==> src/rtl/core/bcba_pkg.sv <==
// ----------------------------------------------------------------------------
// Bitmap contiguous block allocator package
// Shared widths, codes, controller states and the command and status bundles
// that join the controller to the datapath.
// ----------------------------------------------------------------------------
`timescale 1ns / 1ps

package bcba_pkg;

	localparam int DEFAULT_MAX_BLOCKS = 1024;

	localparam int WORD_W  = 32;
	localparam int WORD_LW = 5;

	localparam int OP_W      = 2;
	localparam int IDX_W     = 10;
	localparam int CNT_W     = 11;
	localparam int ST_W      = 2;
	localparam int CFG_IDX_W = 1;

	localparam int S_TDATA_W = 24;
	localparam int M_TDATA_W = 16;
	localparam int M_PAD_W   = M_TDATA_W - ST_W - IDX_W;

	localparam int VOLUME_RESET   = 1024;
	localparam int RESERVED_RESET = 0;

	typedef enum logic [OP_W-1:0] {
		OP_INIT  = 2'd0,
		OP_FIND  = 2'd1,
		OP_ALLOC = 2'd2,
		OP_FREE  = 2'd3
	} op_t;

	typedef enum logic [ST_W-1:0] {
		ST_OK           = 2'd0,
		ST_NOT_FOUND    = 2'd1,
		ST_OUT_OF_RANGE = 2'd2
	} status_t;

	typedef enum logic [CFG_IDX_W-1:0] {
		CFG_VOLUME   = 1'b0,
		CFG_RESERVED = 1'b1
	} cfg_idx_t;

	typedef enum logic [1:0] {
		SRC_INIT  = 2'd0,
		SRC_FREE  = 2'd1,
		SRC_ALLOC = 2'd2
	} rmw_src_t;

	typedef enum logic [2:0] {
		S_IDLE      = 3'd0,
		S_CHECK     = 3'd1,
		S_SCAN      = 3'd2,
		S_RMW_START = 3'd3,
		S_RMW       = 3'd4,
		S_RMW_WAIT  = 3'd5,
		S_DONE      = 3'd6
	} state_t;

	typedef struct packed {
		logic     load;
		logic     clear_valid;
		logic     set_status;
		status_t  status;
		logic     scan_init;
		logic     scan_rd;
		logic     take_hit;
		logic     rmw_load;
		rmw_src_t rmw_src;
		logic     rmw_rd;
		logic     out_load;
	} cmd_t;

	typedef struct packed {
		op_t  op;
		logic req_bad;
		logic free_bad;
		logic cnt_zero;
		logic init_empty;
		logic scan_hit;
		logic scan_miss;
		logic rmw_last;
		logic out_busy;
	} sts_t;

endpackage

==> src/rtl/core/bitmap_contiguous_block_allocator_top.sv <==
// ----------------------------------------------------------------------------
// Bitmap contiguous block allocator, top level
// A find scans the 32-block map rows in order (at most 32 rows for 1024 blocks),
// reading one map row per cycle. Allocate then marks the rows that the run
// touches; free and init mark their rows straight after the check, and a
// request with nothing to scan or mark goes straight to the result.
// One request at a time; a new one is taken while the last result waits.
// Reset clears the map to all free and loads the register reset values.
// ----------------------------------------------------------------------------
`timescale 1ns / 1ps

module bitmap_contiguous_block_allocator_top #(
	parameter int MAX_BLOCKS = bcba_pkg::DEFAULT_MAX_BLOCKS
) (
	input  logic                            clk,
	input  logic                            arst_n,
	input  logic                            s_tvalid,
	output logic                            s_tready,
	// opcode, start_block, block_count
	input  logic [bcba_pkg::S_TDATA_W-1:0]  s_tdata,
	output logic                            m_tvalid,
	input  logic                            m_tready,
	// status, start_index
	output logic [bcba_pkg::M_TDATA_W-1:0]  m_tdata,
	input  logic                            cfg_we,
	input  logic [bcba_pkg::CFG_IDX_W-1:0]  cfg_index,
	input  logic [bcba_pkg::CNT_W-1:0]      cfg_wdata
);
	import bcba_pkg::*;

	cmd_t             cmd;
	sts_t             sts;
	logic [ST_W-1:0]  out_status;
	logic [IDX_W-1:0] out_start_index;

	bcba_ctrl u_ctrl (
		.clk      (clk),
		.arst_n   (arst_n),
		.s_tvalid (s_tvalid),
		.s_tready (s_tready),
		.sts      (sts),
		.cmd      (cmd)
	);

	bcba_dp #(
		.MAX_BLOCKS (MAX_BLOCKS)
	) u_dp (
		.clk             (clk),
		.arst_n          (arst_n),
		.cfg_we          (cfg_we),
		.cfg_index       (cfg_index),
		.cfg_wdata       (cfg_wdata),
		.in_opcode       (s_tdata[OP_W-1:0]),
		.in_start_block  (s_tdata[OP_W+IDX_W-1:OP_W]),
		.in_block_count  (s_tdata[OP_W+IDX_W+CNT_W-1:OP_W+IDX_W]),
		.cmd             (cmd),
		.sts             (sts),
		.m_tready        (m_tready),
		.m_tvalid        (m_tvalid),
		.out_status      (out_status),
		.out_start_index (out_start_index)
	);

	assign m_tdata = {{M_PAD_W{1'b0}}, out_start_index, out_status};

endmodule

==> src/rtl/core/bcba_ctrl.sv <==
// ----------------------------------------------------------------------------
// Allocator controller
// Sequences one request at a time through check, bitmap scan and the
// read-modify-write pass over the map rows, then hands the result on.
// ----------------------------------------------------------------------------
`timescale 1ns / 1ps

module bcba_ctrl (
	input  logic            clk,
	input  logic            arst_n,
	input  logic            s_tvalid,
	output logic            s_tready,
	input  bcba_pkg::sts_t  sts,
	output bcba_pkg::cmd_t  cmd
);
	import bcba_pkg::*;

	state_t state_q;
	state_t state_d;

	always_ff @(posedge clk or negedge arst_n) begin
		if (!arst_n) begin
			state_q <= S_IDLE;
		end else begin
			state_q <= state_d;
		end
	end

	always_comb begin
		state_d = state_q;
		case (state_q)
			S_IDLE: begin
				if (s_tvalid) begin
					state_d = S_CHECK;
				end
			end
			S_CHECK: begin
				case (sts.op)
					OP_INIT: begin
						state_d = sts.init_empty ? S_DONE : S_RMW;
					end
					OP_FIND, OP_ALLOC: begin
						state_d = sts.req_bad ? S_DONE : S_SCAN;
					end
					OP_FREE: begin
						state_d = (sts.free_bad || sts.cnt_zero) ? S_DONE : S_RMW;
					end
					default: begin
						state_d = S_DONE;
					end
				endcase
			end
			S_SCAN: begin
				if (sts.scan_hit) begin
					state_d = (sts.op == OP_ALLOC) ? S_RMW_START : S_DONE;
				end else if (sts.scan_miss) begin
					state_d = S_DONE;
				end
			end
			S_RMW_START: begin
				state_d = S_RMW;
			end
			S_RMW: begin
				if (sts.rmw_last) begin
					state_d = S_RMW_WAIT;
				end
			end
			S_RMW_WAIT: begin
				state_d = S_DONE;
			end
			S_DONE: begin
				if (!sts.out_busy) begin
					state_d = S_IDLE;
				end
			end
			default: begin
				state_d = S_IDLE;
			end
		endcase
	end

	always_comb begin
		cmd      = '0;
		s_tready = 1'b0;
		case (state_q)
			S_IDLE: begin
				s_tready = 1'b1;
				cmd.load = s_tvalid;
			end
			S_CHECK: begin
				cmd.set_status = 1'b1;
				cmd.status     = ST_OK;
				case (sts.op)
					OP_INIT: begin
						cmd.clear_valid = 1'b1;
						cmd.rmw_load    = 1'b1;
						cmd.rmw_src     = SRC_INIT;
					end
					OP_FIND, OP_ALLOC: begin
						if (sts.req_bad) begin
							cmd.status = ST_NOT_FOUND;
						end else begin
							cmd.scan_init = 1'b1;
						end
					end
					OP_FREE: begin
						if (sts.free_bad) begin
							cmd.status = ST_OUT_OF_RANGE;
						end else begin
							cmd.rmw_load = 1'b1;
							cmd.rmw_src  = SRC_FREE;
						end
					end
					default: begin
						cmd.status = ST_OK;
					end
				endcase
			end
			S_SCAN: begin
				cmd.scan_rd = 1'b1;
				if (sts.scan_hit) begin
					cmd.take_hit = 1'b1;
				end else if (sts.scan_miss) begin
					cmd.set_status = 1'b1;
					cmd.status     = ST_NOT_FOUND;
				end
			end
			S_RMW_START: begin
				cmd.rmw_load = 1'b1;
				cmd.rmw_src  = SRC_ALLOC;
			end
			S_RMW: begin
				cmd.rmw_rd = 1'b1;
			end
			S_RMW_WAIT: begin
				cmd.rmw_rd = 1'b0;
			end
			S_DONE: begin
				cmd.out_load = !sts.out_busy;
			end
			default: begin
				cmd = '0;
			end
		endcase
	end

endmodule

==> src/rtl/core/bcba_dp.sv <==
// ----------------------------------------------------------------------------
// Allocator datapath
// Holds the configuration, the request, the used-block map in 32-bit rows,
// the two-stage first-fit scan pipeline, the row read-modify-write path and
// the output register.
// ----------------------------------------------------------------------------
`timescale 1ns / 1ps

module bcba_dp #(
	parameter int MAX_BLOCKS = bcba_pkg::DEFAULT_MAX_BLOCKS
) (
	input  logic                            clk,
	input  logic                            arst_n,
	input  logic                            cfg_we,
	input  logic [bcba_pkg::CFG_IDX_W-1:0]  cfg_index,
	input  logic [bcba_pkg::CNT_W-1:0]      cfg_wdata,
	input  logic [bcba_pkg::OP_W-1:0]       in_opcode,
	input  logic [bcba_pkg::IDX_W-1:0]      in_start_block,
	input  logic [bcba_pkg::CNT_W-1:0]      in_block_count,
	input  bcba_pkg::cmd_t                  cmd,
	output bcba_pkg::sts_t                  sts,
	input  logic                            m_tready,
	output logic                            m_tvalid,
	output logic [bcba_pkg::ST_W-1:0]       out_status,
	output logic [bcba_pkg::IDX_W-1:0]      out_start_index
);
	import bcba_pkg::*;

	localparam int ROWS = (MAX_BLOCKS + WORD_W - 1) / WORD_W;
	localparam int RW   = (ROWS > 1) ? $clog2(ROWS) : 1;
	localparam int IW   = ($clog2(MAX_BLOCKS) + 1 > 12) ? $clog2(MAX_BLOCKS) + 1 : 12;

	localparam logic [WORD_W-1:0]  ONES     = {WORD_W{1'b1}};
	localparam logic [WORD_LW-1:0] TOP_BIT  = WORD_LW'(WORD_W - 1);

	// Configuration registers.
	logic [CNT_W-1:0] volume_q;
	logic [CNT_W-1:0] reserved_q;

	always_ff @(posedge clk or negedge arst_n) begin
		if (!arst_n) begin
			volume_q   <= CNT_W'(VOLUME_RESET);
			reserved_q <= CNT_W'(RESERVED_RESET);
		end else if (cfg_we) begin
			case (cfg_idx_t'(cfg_index))
				CFG_VOLUME:   volume_q   <= cfg_wdata;
				CFG_RESERVED: reserved_q <= cfg_wdata;
				default: begin
					volume_q <= volume_q;
				end
			endcase
		end
	end

	logic [IW-1:0] vol;
	logic [IW-1:0] rclip;

	assign vol   = (IW'(volume_q) > IW'(MAX_BLOCKS)) ? IW'(MAX_BLOCKS) : IW'(volume_q);
	assign rclip = (IW'(reserved_q) > vol) ? vol : IW'(reserved_q);

	// Request registers.
	op_t           op_q;
	logic [IW-1:0] sb_q;
	logic [IW-1:0] cnt_q;

	always_ff @(posedge clk) begin
		if (cmd.load) begin
			op_q  <= op_t'(in_opcode);
			sb_q  <= IW'(in_start_block);
			cnt_q <= IW'(in_block_count);
		end
	end

	logic [IW-1:0] free_end;
	assign free_end = sb_q + cnt_q;

	// Map storage: one row of WORD_W blocks per entry, a row that was never
	// written since the last init reads as all free.
	logic [WORD_W-1:0] mem [ROWS];
	logic [ROWS-1:0]   row_valid_q;

	logic              scan_issue;
	logic              rmw_issue;
	logic              rd_en;
	logic [RW-1:0]     rd_row;
	logic [RW-1:0]     scan_row_q;
	logic              scan_all_q;
	logic [RW-1:0]     scan_last_row;
	logic [RW-1:0]     rmw_row_q;

	logic [WORD_W-1:0] rdata_s1;
	logic              rvalid_s1;
	logic [RW-1:0]     row_s1;
	logic              last_s1;
	logic              scan_s1;
	logic              rmw_s1;
	logic [WORD_W-1:0] word_s1;

	logic              wr_en;
	logic [WORD_W-1:0] wdata;

	assign scan_last_row = RW'((vol - IW'(1)) >> WORD_LW);
	assign scan_issue    = cmd.scan_rd && !scan_all_q;
	assign rmw_issue     = cmd.rmw_rd;
	assign rd_en         = scan_issue || rmw_issue;
	assign rd_row        = rmw_issue ? rmw_row_q : scan_row_q;

	always_ff @(posedge clk) begin
		if (rd_en) begin
			rdata_s1  <= mem[rd_row];
			rvalid_s1 <= row_valid_q[rd_row];
			row_s1    <= rd_row;
			last_s1   <= (scan_row_q == scan_last_row);
		end
		if (wr_en) begin
			mem[row_s1] <= wdata;
		end
	end

	always_ff @(posedge clk or negedge arst_n) begin
		if (!arst_n) begin
			row_valid_q <= '0;
		end else if (cmd.clear_valid) begin
			row_valid_q <= '0;
		end else if (wr_en) begin
			row_valid_q[row_s1] <= 1'b1;
		end
	end

	assign word_s1 = rvalid_s1 ? rdata_s1 : '0;

	always_ff @(posedge clk or negedge arst_n) begin
		if (!arst_n) begin
			scan_s1 <= 1'b0;
			rmw_s1  <= 1'b0;
		end else begin
			scan_s1 <= scan_issue && !cmd.scan_init;
			rmw_s1  <= rmw_issue;
		end
	end

	// Scan row counter.
	always_ff @(posedge clk or negedge arst_n) begin
		if (!arst_n) begin
			scan_row_q <= '0;
			scan_all_q <= 1'b0;
		end else if (cmd.scan_init) begin
			scan_row_q <= '0;
			scan_all_q <= 1'b0;
		end else if (scan_issue) begin
			if (scan_row_q == scan_last_row) begin
				scan_all_q <= 1'b1;
			end else begin
				scan_row_q <= scan_row_q + RW'(1);
			end
		end
	end

	// Scan stage one: run length of free blocks ending at each bit of the row.
	logic [WORD_W-1:0]  used_a;
	logic [WORD_W-1:0]  beyond_a;
	logic [WORD_LW-1:0] vlast_bit;
	logic [WORD_W-1:0]  has_l [WORD_LW+1];
	logic [WORD_LW-1:0] idx_l [WORD_LW+1][WORD_W];
	logic [IW-1:0]      run_a [WORD_W];
	logic [IW-1:0]      run_next;
	logic [IW-1:0]      run_q;

	assign vlast_bit = WORD_LW'(vol - IW'(1));
	assign beyond_a  = (row_s1 == scan_last_row) ? ~(ONES >> (TOP_BIT - vlast_bit)) : '0;
	assign used_a    = word_s1 | beyond_a;

	always_comb begin
		for (int p = 0; p < WORD_W; p++) begin
			has_l[0][p] = used_a[p];
			idx_l[0][p] = WORD_LW'(p);
		end
		for (int l = 0; l < WORD_LW; l++) begin
			for (int p = 0; p < WORD_W; p++) begin
				if (p >= (1 << l) && !has_l[l][p]) begin
					has_l[l+1][p] = has_l[l][p - (1 << l)];
					idx_l[l+1][p] = idx_l[l][p - (1 << l)];
				end else begin
					has_l[l+1][p] = has_l[l][p];
					idx_l[l+1][p] = idx_l[l][p];
				end
			end
		end
		for (int p = 0; p < WORD_W; p++) begin
			if (used_a[p]) begin
				run_a[p] = '0;
			end else if (has_l[WORD_LW][p]) begin
				run_a[p] = IW'(p) - IW'(idx_l[WORD_LW][p]);
			end else begin
				run_a[p] = run_q + IW'(p + 1);
			end
		end
		if (has_l[WORD_LW][WORD_W-1]) begin
			run_next = IW'(WORD_W - 1) - IW'(idx_l[WORD_LW][WORD_W-1]);
		end else begin
			run_next = run_q + IW'(WORD_W);
		end
	end

	always_ff @(posedge clk or negedge arst_n) begin
		if (!arst_n) begin
			run_q <= '0;
		end else if (cmd.scan_init) begin
			run_q <= '0;
		end else if (scan_s1) begin
			run_q <= run_next;
		end
	end

	logic [IW-1:0] run_s2 [WORD_W];
	logic [RW-1:0] row_s2;
	logic          last_s2;
	logic          scan_s2;

	always_ff @(posedge clk) begin
		if (scan_s1) begin
			for (int p = 0; p < WORD_W; p++) begin
				run_s2[p] <= run_a[p];
			end
			row_s2  <= row_s1;
			last_s2 <= last_s1;
		end
	end

	always_ff @(posedge clk or negedge arst_n) begin
		if (!arst_n) begin
			scan_s2 <= 1'b0;
		end else begin
			scan_s2 <= scan_s1 && !cmd.scan_init;
		end
	end

	// Scan stage two: first bit whose run reaches the requested length.
	logic [WORD_W-1:0]  ok_b;
	logic [WORD_LW-1:0] hit_pos;
	logic [IW-1:0]      hit_start;

	always_comb begin
		hit_pos = '0;
		for (int p = 0; p < WORD_W; p++) begin
			ok_b[p] = (run_s2[p] >= cnt_q);
		end
		for (int p = WORD_W - 1; p >= 0; p--) begin
			if (ok_b[p]) begin
				hit_pos = WORD_LW'(p);
			end
		end
	end

	assign hit_start = (IW'(row_s2) << WORD_LW) + IW'(hit_pos) + IW'(1) - cnt_q;

	// Result and found-run registers.
	status_t        res_status_q;
	logic [IDX_W-1:0] res_start_q;
	logic [IW-1:0]  found_q;

	always_ff @(posedge clk) begin
		if (cmd.set_status) begin
			res_status_q <= cmd.status;
			res_start_q  <= '0;
		end else if (cmd.take_hit) begin
			res_start_q <= hit_start[IDX_W-1:0];
		end
		if (cmd.take_hit) begin
			found_q <= hit_start;
		end
	end

	// Row read-modify-write over a block range.
	logic [IW-1:0] rng_lo;
	logic [IW-1:0] rng_end;
	logic          rng_set;
	logic [IW-1:0] lo_q;
	logic [IW-1:0] last_q;
	logic          set_q;
	logic [RW-1:0] first_row;
	logic [RW-1:0] last_row;

	always_comb begin
		case (cmd.rmw_src)
			SRC_INIT: begin
				rng_lo  = '0;
				rng_end = rclip;
				rng_set = 1'b1;
			end
			SRC_FREE: begin
				rng_lo  = sb_q;
				rng_end = free_end;
				rng_set = 1'b0;
			end
			SRC_ALLOC: begin
				rng_lo  = found_q;
				rng_end = found_q + cnt_q;
				rng_set = 1'b1;
			end
			default: begin
				rng_lo  = '0;
				rng_end = '0;
				rng_set = 1'b0;
			end
		endcase
	end

	always_ff @(posedge clk) begin
		if (cmd.rmw_load) begin
			lo_q   <= rng_lo;
			last_q <= rng_end - IW'(1);
			set_q  <= rng_set;
		end
	end

	always_ff @(posedge clk or negedge arst_n) begin
		if (!arst_n) begin
			rmw_row_q <= '0;
		end else if (cmd.rmw_load) begin
			rmw_row_q <= RW'(rng_lo >> WORD_LW);
		end else if (rmw_issue) begin
			rmw_row_q <= rmw_row_q + RW'(1);
		end
	end

	assign first_row = RW'(lo_q >> WORD_LW);
	assign last_row  = RW'(last_q >> WORD_LW);

	logic [WORD_LW-1:0] lo_b;
	logic [WORD_LW-1:0] hi_b;
	logic [WORD_W-1:0]  rmw_mask;

	assign lo_b     = (row_s1 == first_row) ? lo_q[WORD_LW-1:0] : '0;
	assign hi_b     = (row_s1 == last_row) ? last_q[WORD_LW-1:0] : TOP_BIT;
	assign rmw_mask = (ONES << lo_b) & (ONES >> (TOP_BIT - hi_b));
	assign wr_en    = rmw_s1;
	assign wdata    = set_q ? (word_s1 | rmw_mask) : (word_s1 & ~rmw_mask);

	// Output register.
	logic             out_valid_q;
	status_t          out_status_q;
	logic [IDX_W-1:0] out_start_q;

	always_ff @(posedge clk or negedge arst_n) begin
		if (!arst_n) begin
			out_valid_q <= 1'b0;
		end else if (cmd.out_load) begin
			out_valid_q <= 1'b1;
		end else if (m_tready) begin
			out_valid_q <= 1'b0;
		end
	end

	always_ff @(posedge clk) begin
		if (cmd.out_load) begin
			out_status_q <= res_status_q;
			out_start_q  <= res_start_q;
		end
	end

	assign m_tvalid        = out_valid_q;
	assign out_status      = out_status_q;
	assign out_start_index = out_start_q;

	// Status toward the controller.
	always_comb begin
		sts            = '0;
		sts.op         = op_q;
		sts.req_bad    = (cnt_q == '0) || (cnt_q > vol);
		sts.free_bad   = (sb_q >= vol) || (free_end > vol);
		sts.cnt_zero   = (cnt_q == '0);
		sts.init_empty = (rclip == '0);
		sts.scan_hit   = scan_s2 && (|ok_b);
		sts.scan_miss  = scan_s2 && last_s2 && !(|ok_b);
		sts.rmw_last   = (rmw_row_q == last_row);
		sts.out_busy   = out_valid_q && !m_tready;
	end

endmodule

==> config.mk <==
export PLATFORM = sky130hd
export DESIGN_NAME = bitmap_contiguous_block_allocator_top
export DESIGN_NICKNAME = d
export VERILOG_FILES = /design/src/rtl/core/bcba_pkg.sv /design/src/rtl/core/bitmap_contiguous_block_allocator_top.sv /design/src/rtl/core/bcba_ctrl.sv /design/src/rtl/core/bcba_dp.sv
export SDC_FILE = /design/constraint.sdc
export NUM_CORES = 2
export LEC_CHECK = 0
export BUFFER_PORTS_ARGS = -buffer_cell sky130_fd_sc_hd__buf_2
export CELL_PAD_IN_SITES_DETAIL_PLACEMENT = 0
export CELL_PAD_IN_SITES_GLOBAL_PLACEMENT = 1
export CORE_ASPECT_RATIO = 0.9
export CORE_MARGIN = 2
export CORE_UTILIZATION = 38
export CTS_CLUSTER_DIAMETER = 80
export CTS_CLUSTER_SIZE = 12
export DETAILED_ROUTE_END_ITERATION = 16
export GPL_TIMING_DRIVEN = 0
export HOLD_SLACK_MARGIN = 0.15
export PLACE_DENSITY_LB_ADDON = 0.1
export REMOVE_ABC_BUFFERS = 1
export SLEW_MARGIN = 15
export SYNTH_ARGS = -nofsm -noshare
export SYNTH_HDL_FRONTEND = slang
export SYNTH_SLANG_ARGS = --single-unit
==> constraint.sdc <==
create_clock -name clk -period 11.24 [get_ports clk]
set_input_delay 1.124 -clock clk [delete_from_list [all_inputs] [get_ports clk]]
set_output_delay 1.124 -clock clk [all_outputs]
set_load 0.02 [all_outputs]
## Word level (Yosys, flattened, before mapping)

Memories as Yosys holds them, arrays and structs flattened. A register that Yosys moved wholly into a read port is not among the register bits.
Cells that the tools add are included.

| word-level totals | value |
|---|---|
| flip-flop bits (word level) | 175 |
| bits in writable memories | 1408 |
| bits of input ports | 41 |
| output and inout bits | 18 |
| word-level logic and storage cells | 629 |
| memories | 2 |

Memories:

| name | words | bits a word | rd ports | clocked after Yosys merged registers in | write ports | line | source |
|---|---|---|---|---|---|---|---|
| u_dp.mem | 32 | 32 | 1 | 1 | 1 | bcba_dp.sv:79 | `logic [WORD_W-1:0] mem [ROWS];` |
| u_dp.run_s2 | 32 | 12 | 32 | 0 | 32 | bcba_dp.sv:215 | `logic [IW-1:0] run_s2 [WORD_W];` |

| operators by class | value |
|---|---|
| $add $sub $neg | 74 |
| order comparisons | 40 |
| equality and inequality tests | 21 |
| shifts and indexed selects | 3 |
| multiplexer cells | 417 |
| bitwise gates (word level) | 8 |
| reduce and logical (&&, ||, !) cells | 36 |

Operators by type and width:

| operator | count |
|---|---|
| 12-bit two-way mux | 65 |
| 5-bit two-way mux | 139 |
| 12-bit by 11-bit >= comparator with 1-bit output | 32 |
| 12-bit by 5-bit adder with 12-bit output, second input constant | 16 |
| 1-bit two-way mux | 168 |
| 32-bit two-way mux | 5 |
| 12-bit by 4-bit adder with 12-bit output, second input constant | 8 |
| 32-bit OR | 3 |
| 5-bit by 5-bit subtractor with 6-bit output, first input constant | 16 |
| 32-bit AND | 2 |
| 32-bit NOT | 2 |
| 32-bit by 5-bit right shift with 32-bit output, first input constant | 2 |
| 12-bit by 3-bit adder with 12-bit output, second input constant | 4 |
| 4-bit by 5-bit subtractor with 6-bit output, first input constant | 8 |
| 3-bit two-way mux | 14 |
| 32-bit OR reduction | 1 |
| 32-bit by 5-bit << shifter with 32-bit output, first input constant | 1 |
| 10-bit one-hot mux with 3 select lines | 1 |
| 5-bit == test | 5 |
| 12-bit by 2-bit adder with 12-bit output, second input constant | 2 |
| 12-bit logical NOT | 2 |
| 2-bit two-way mux | 12 |
| 3-bit by 5-bit subtractor with 6-bit output, first input constant | 4 |
| 11-bit > comparator | 2 |
| other kinds (44) | 85 |

## Logic depth before layout (Yosys ltp)

An unclocked memory read counts as a cell.

| depth | value |
|---|---|
| word-level depth | 37 |
| gate-level depth with buffers | 29 |
| mapped depth without buffers | 29 |

## Cells and area by module

From an unflattened synthesis, not the netlist that was laid out.

| second synthesis, totals | value |
|---|---|
| cell total of the unflattened synthesis | 7360 |
| area, all modules | 82067.5 sq um |

By module, submodules not included:

| module | times used | cells each | area each (sq um) | sequential area each (sq um) |
|---|---|---|---|---|
| bcba_dp | 1 | 7302 | 81579.5 | 47902.2 |
| bcba_ctrl | 1 | 53 | 454.2 | 75.1 |
| bitmap_contiguous_block_allocator_top | 1 | 5 | 33.8 | 0.0 |

## Worst setup path after synthesis

OpenSTA, ideal clock, no wires.

| timing path | value |
|---|---|
| path kind | reg2reg |
| from | reg u_dp.scan_s1 |
| to | reg u_dp.run_q[10] |
| library setup time | 0.132 ns |
| data arrival time | 9.359 ns |
| data required time | 11.108 ns |
| setup slack | 1.750 ns |
| cell stages (with the launch flop) | 5 |
| path buffers | 2 |
| clock period less this slack | 9.490 ns |
| cells stage by stage | dfrtp_1 > buf_1 > buf_1 > mux2i_1 > nor2_1 |

| between the ends | value |
|---|---|
| longest elaborated chain between the ends | 1 |

RTL lines:

| what | line | source |
|---|---|---|
| start, declared | bcba_dp.sv:95 | `logic scan_s1;` |
| start signal, assigned | bcba_dp.sv:137 | `scan_s1 <= scan_issue && !cmd.scan_init;` |
| 2-bit nonzero test (no source line) | - |  |
| end signal, assigned | bcba_dp.sv:211 | `run_q <= run_next;` |
| end, declared | bcba_dp.sv:167 | `logic [IW-1:0] run_q;` |

No other way between the ends.
A chain may end at the register's enable or synchronous reset.

==> results.txt <==
* Run status: complete, no violations
- The largest total area in the synthesized netlist belongs to sky130_fd_sc_hd__edfxtp_1.
* Relative slew margins: 16.5%
- Max-cap viol count: 0
- Number of DRC markers after the initial detailed-route iteration: 5,623
- Number of buffers created by CTS: approximately 160
* Final setup violation count: 0
- PwrDens: around 280 mW/mm^2
- Summing all placed instances gives a cell area of approximately 0.09 mm^2.
- The via count of the first global-routing pass was between 50,000 and 60,000.
- The die covers 0.220 mm^2.
- After detailed placement, the design holds a cell count of 10,100.
- Measured in cells, the most critical reg-to-reg path has a length of 19.
- The clock passes through at most 3 buffers.
- Sum of net half-perimeters after detailed placement: ~200 mm
* DRT Wirelength: 293 mm
* Global placement routability congestion: 0.923
* Synthesis-to-layout area growth: 15.3%
- The analysis attributes to cell leakage a power of roughly 35 nW.
- Sequential area share after synthesis: approximately 60%
- Ordered list of cells on the worst path: clkinv_1 -> nand2_1 -> ha_1 -> nor2b_1 -> a31oi_1 -> o21ai_0 -> o211ai_1 -> nor3_4 -> nand2_1 -> o21ai_2 -> o21ai_1 -> a21oi_1 -> o21ai_1 -> a21oi_1 -> ha_1 -> o21ai_0 -> nor2_1 -> a21oi_1 -> nor2_1
* CTS H-tree depth: 4
* Kind of end point of the critical path: register
- Summed over all layers, the global routing overflow is 0.
- Synthesized netlist cell count: 7,347
- The endpoint identified for the worst register-to-register timing path is u_dp.run_s2[1][162].
- The worst path needs between 8 and 9 ns of the cycle, external delays included.
* Clk slew on worst S/H paths: 0.07 ns
- Setup repair after global routing left no endpoint under its margin.
- The worst register-to-register path begins at u_dp.volume_q[10].
- Initial core utilization: about two fifths
- Family with the most delay on the worst path: compound AO/OA/AOI/OAI gates
- On the final layout, the worst clock skew is between 0.04 and 0.05 ns.
- Clock tree from TritonCTS: done
- The worst register-to-register path has a setup slack of slightly below 3 ns.
- Async S/R FF share, synth: between 5 and 6%
* I/O pin count: between 50 and 60
- Global routing used between 20% and 30% of the available tracks across all layers.
- Area fraction of the dominant cell type after synthesis: between 50 and 60%
* Most used cell, CP: sky130_fd_sc_hd__a21oi_1
- Final Slew Violations: 0
- At the end of the flow, the number of nets in the layout was just under 8,000.
* Highest ir drop seen on vdd: between 0.2 and 0.3 mV
- Data arrives at the worst endpoint at 9.01 ns.
- The first global-routing pass estimated about 420 mm of wire.
- Total count of hold-check failures in the final report: 0
- The final route contains 58,900 vias.
* Post-Syn Area: 0.0821 mm^2
- Data on the critical path is required at its endpoint by ~12 ns.
- For the pin with the worst max-slew slack, the measured transition is ~1.2 ns.
- After detailed routing, the number of remaining DRC violations is 0.
* Final clock period utilization by the worst path: 74.3%
- After clock tree synthesis, the repair step resized 0 gates.
* Count of filler cells inserted in the layout: approximately 20,000
* Final-layout setup total negative slack: 0 ns
- In this run the horizontal extent of the chip is roughly 490 um.
- For this run, the number of Yosys warnings is 0.
* Library cell used as clock root buffer: sky130_fd_sc_hd__clkbuf_16
- The most used flip-flop cell after synthesis is sky130_fd_sc_hd__edfxtp_1.
* Crit-path slowest cell: sky130_fd_sc_hd__o21ai_2
- Antenna violations before repair: 5
- PortBufs: 53
- Total core area: roughly 0.21 mm^2
* Mapped Avg Cell Area: approximately 11 um^2
- Startpoint types: register
- Share of layout cells above drive strength 1: about 9.1%
- After synthesis, the cell types taking the most area are sky130_fd_sc_hd__edfxtp_1 (56%), sky130_fd_sc_hd__ha_1 (7.5%), sky130_fd_sc_hd__nand2_1 (6.4%), sky130_fd_sc_hd__nand3_1 (3.7%), sky130_fd_sc_hd__dfrtp_1 (2.5%).
- Largest net degree at the start of global routing: 119
- Average via count per standard cell: between 5 and 6
* Seq cells post-synth: between 1,500 and 2,000
- The tightest min-delay check is of the primary input to asynchronous set/reset pin type.
* Design area: 0.0947 mm^2
* Count of hold buffers inserted by post-cts repair: 0
* Critical setup path kind: register to register
* Critical path buffer and inverter count: 1
* Average wire length per cell after detail routing: between 20 and 30 um
- In this run the remaining antenna-violating nets after routing total 0.
- FP Rows: between 150 and 200
* TritonCTS sink count: roughly 1,600
* Largest fanout on the critical path: 18
* Delay of the slowest critical-path stage: approximately 0.91 ns
- At the later pin of the worst-skew pair, clock insertion delay measures between 0.8 and 0.9 ns.
* Count of cell types in the netlist: roughly 120
- Post-CTS setup buffers: 0
* Peak Freq: between 0.1 and 0.15 GHz
* EDFF count, synth: ~1,500
* Non-filler cells, final: about 10,000
* Die Span Y: roughly 450 um
- Drt first pass iters: 6
## worst register-to-register path, stage by stage, from the launching register on
cell and delay, ns:
sky130_fd_sc_hd__dfstp_2 0.76, sky130_fd_sc_hd__clkinv_1 0.63, sky130_fd_sc_hd__nand2_1 0.65, sky130_fd_sc_hd__ha_1 0.52, sky130_fd_sc_hd__nor2b_1 0.33, sky130_fd_sc_hd__a31oi_1 0.12
sky130_fd_sc_hd__o21ai_0 0.31, sky130_fd_sc_hd__o211ai_1 0.40, sky130_fd_sc_hd__nor3_4 0.78, sky130_fd_sc_hd__nand2_1 0.34, sky130_fd_sc_hd__o21ai_2 0.91, sky130_fd_sc_hd__o21ai_1 0.46
sky130_fd_sc_hd__a21oi_1 0.32, sky130_fd_sc_hd__o21ai_1 0.21, sky130_fd_sc_hd__a21oi_1 0.30, sky130_fd_sc_hd__ha_1 0.22, sky130_fd_sc_hd__o21ai_0 0.09, sky130_fd_sc_hd__nor2_1 0.60
sky130_fd_sc_hd__a21oi_1 0.09, sky130_fd_sc_hd__nor2_1 0.14
## area by class of cell
| cell class | count | area (um^2) | area share [%] |
|---|---|---|---|
| inverters | 142 | 573 | 0.605 |
| clock inverters | 30 | 484 | 0.511 |
| repair buffers | 266 | 5150 | 5.44 |
| diodes | 4 | 10.0 | 0.0106 |
| flip-flops and latches | 1615 | 48000 | 50.7 |
| clock buffers | 202 | 4180 | 4.42 |
| well taps | 2852 | 3570 | 3.77 |
| multi-input cells | 5188 | 32700 | 34.5 |
## through the flow
step	hold slack, ns	setup WS, ns	util, %	power, W
final	0.244	2.89	44.2	0.0266
after global routing	0.239	2.55	44.2	0.0280
after CTS	0.203	3.17	44.2	0.0267
after detailed placement	0.413	3.22	42.0	0.0215
after global placement	0.406	-123.51	39.4	0.0181
after floorplan	0.400	-38.29	-	0.0153
## per-layer routing
layer / wire [um] / part of all wire [%] / GRT usage [%] / vias up
met4: 8190 / 2.8 / 7.07 / 0
li1: - / - / - / 27000
met3: 15000 / 5.1 / 3.03 / 373
met1: 133000 / 45 / 37.2 / 29800
met2: 137000 / 47 / 42.6 / 1768
met5: 0 / 0 / 0 / -
## power breakdown
part           internal [W]  leakage (nW)  switching, W  total [W]
registers           0.00776          15.2      0.000554    0.00831
logic               0.00443          17.6       0.00875     0.0132
clock network       0.00268          2.25       0.00243    0.00511
total                0.0149          35.0        0.0117     0.0266
## cells in the final DEF, fill, tap and decap left out, types with 15 or more instances in the layout
master	Yosys	routed
sky130_fd_sc_hd__o22ai_1	16	15
sky130_fd_sc_hd__mux2_2	30	30
sky130_fd_sc_hd__edfxtp_1	1521	1521
sky130_fd_sc_hd__o31ai_1	23	21
sky130_fd_sc_hd__mux2i_1	37	28
sky130_fd_sc_hd__a311oi_1	173	173
sky130_fd_sc_hd__or3_1	21	21
sky130_fd_sc_hd__and3_1	89	89
sky130_fd_sc_hd__o21a_1	71	71
sky130_fd_sc_hd__a21oi_1	275	274
sky130_fd_sc_hd__nand2b_1	58	58
sky130_fd_sc_hd__o21ai_2	7	20
sky130_fd_sc_hd__nor4_1	18	18
sky130_fd_sc_hd__nand2_1	1393	1392
sky130_fd_sc_hd__a21o_1	206	206
sky130_fd_sc_hd__nor2b_1	56	56
sky130_fd_sc_hd__o21bai_1	20	20
sky130_fd_sc_hd__nor3_1	51	50
sky130_fd_sc_hd__clkbuf_1	347	40
sky130_fd_sc_hd__inv_1	136	123
sky130_fd_sc_hd__dfrtp_1	83	70
sky130_fd_sc_hd__and2_1	26	26
sky130_fd_sc_hd__nand3_1	609	606
sky130_fd_sc_hd__o21ai_0	201	176
sky130_fd_sc_hd__a2111oi_0	18	16
sky130_fd_sc_hd__nand4_1	32	32
sky130_fd_sc_hd__ha_1	491	489
sky130_fd_sc_hd__clkbuf_16	0	160
sky130_fd_sc_hd__a211oi_1	52	52
sky130_fd_sc_hd__a31oi_1	69	68
sky130_fd_sc_hd__buf_2	18	55
sky130_fd_sc_hd__buf_16	0	116
sky130_fd_sc_hd__a22oi_1	21	21
sky130_fd_sc_hd__o211ai_1	20	20
sky130_fd_sc_hd__nor2_4	1	33
sky130_fd_sc_hd__xnor2_1	185	185
sky130_fd_sc_hd__xor2_1	133	133
sky130_fd_sc_hd__nor2_1	546	510
sky130_fd_sc_hd__buf_12	1	66
## sequential cells by signal, indices dropped and copies added, names as in the netlist, 11 cells and up
| name | flops |
|---|---|
| u_dp.mem | 1024 |
| u_dp.run_s2 | 384 |
| u_dp.rdata_s1 | 32 |
| u_dp.row_valid_q | 32 |
| u_dp.run_q | 12 |
| u_dp.cnt_q | 11 |
| u_dp.reserved_q | 11 |
| u_dp.volume_q | 11 |
## cells in the mapped netlist, types with 14 or more instances
library cell	number
sky130_fd_sc_hd__o22ai_1	16
sky130_fd_sc_hd__and3_1	89
sky130_fd_sc_hd__or3_1	21
sky130_fd_sc_hd__buf_1	28
sky130_fd_sc_hd__o31ai_1	23
sky130_fd_sc_hd__mux2_2	30
sky130_fd_sc_hd__ha_1	491
sky130_fd_sc_hd__a311oi_1	173
sky130_fd_sc_hd__nand2b_1	58
sky130_fd_sc_hd__a21o_1	206
sky130_fd_sc_hd__a31oi_1	69
sky130_fd_sc_hd__a21oi_1	275
sky130_fd_sc_hd__o21ai_0	201
sky130_fd_sc_hd__mux2i_1	37
sky130_fd_sc_hd__xnor2_1	185
sky130_fd_sc_hd__a2111oi_0	18
sky130_fd_sc_hd__nand4_1	32
sky130_fd_sc_hd__a211o_1	14
sky130_fd_sc_hd__nor3_1	51
sky130_fd_sc_hd__dfrtp_1	83
sky130_fd_sc_hd__a211oi_1	52
sky130_fd_sc_hd__a22oi_1	21
sky130_fd_sc_hd__and2_1	26
sky130_fd_sc_hd__nand3_1	609
sky130_fd_sc_hd__nor2_1	546
sky130_fd_sc_hd__nor4_1	18
sky130_fd_sc_hd__nand2_1	1393
sky130_fd_sc_hd__clkbuf_1	347
sky130_fd_sc_hd__buf_2	18
sky130_fd_sc_hd__edfxtp_1	1521
sky130_fd_sc_hd__o21bai_1	20
sky130_fd_sc_hd__nor2b_1	56
sky130_fd_sc_hd__xor2_1	133
sky130_fd_sc_hd__o211ai_1	20
sky130_fd_sc_hd__o21a_1	71
sky130_fd_sc_hd__inv_1	136
## cell families (layout without fill, tap and decap cells)
family	after synthesis	count (layout)	synth area share [%]
fa+ha+maj	494	494	7.55
simple gates	2964	2964	15.8
compound gates	1341	1341	11.3
flops	1615	1615	58.4
xor+xnor	318	318	3.39
mux	67	67	0.862
other cells	1	8	0.00457
buf+inv	547	640	2.61
## how the worst max path moves through the flow
stage	from	endpoint	slack [ns]	depth (start not counted)
final	u_dp.volume_q[10]	u_dp.run_s2[1][162]	2.89	19
after global routing	u_dp.volume_q[10]	u_dp.run_s2[1][165]	2.55	19
after CTS	u_dp.volume_q[10]	u_dp.run_s2[1][162]	3.17	19
after detailed placement	u_dp.volume_q[10]	u_dp.run_s2[1][162]	3.22	19
after global placement	u_ctrl.state_q[0]	u_dp.rdata_s1[8]	-123.51	10
after floorplan	u_ctrl.state_q[0]	u_dp.rdata_s1[0]	-38.29	10
Note: power is estimated with default switching activity, not from simulation.
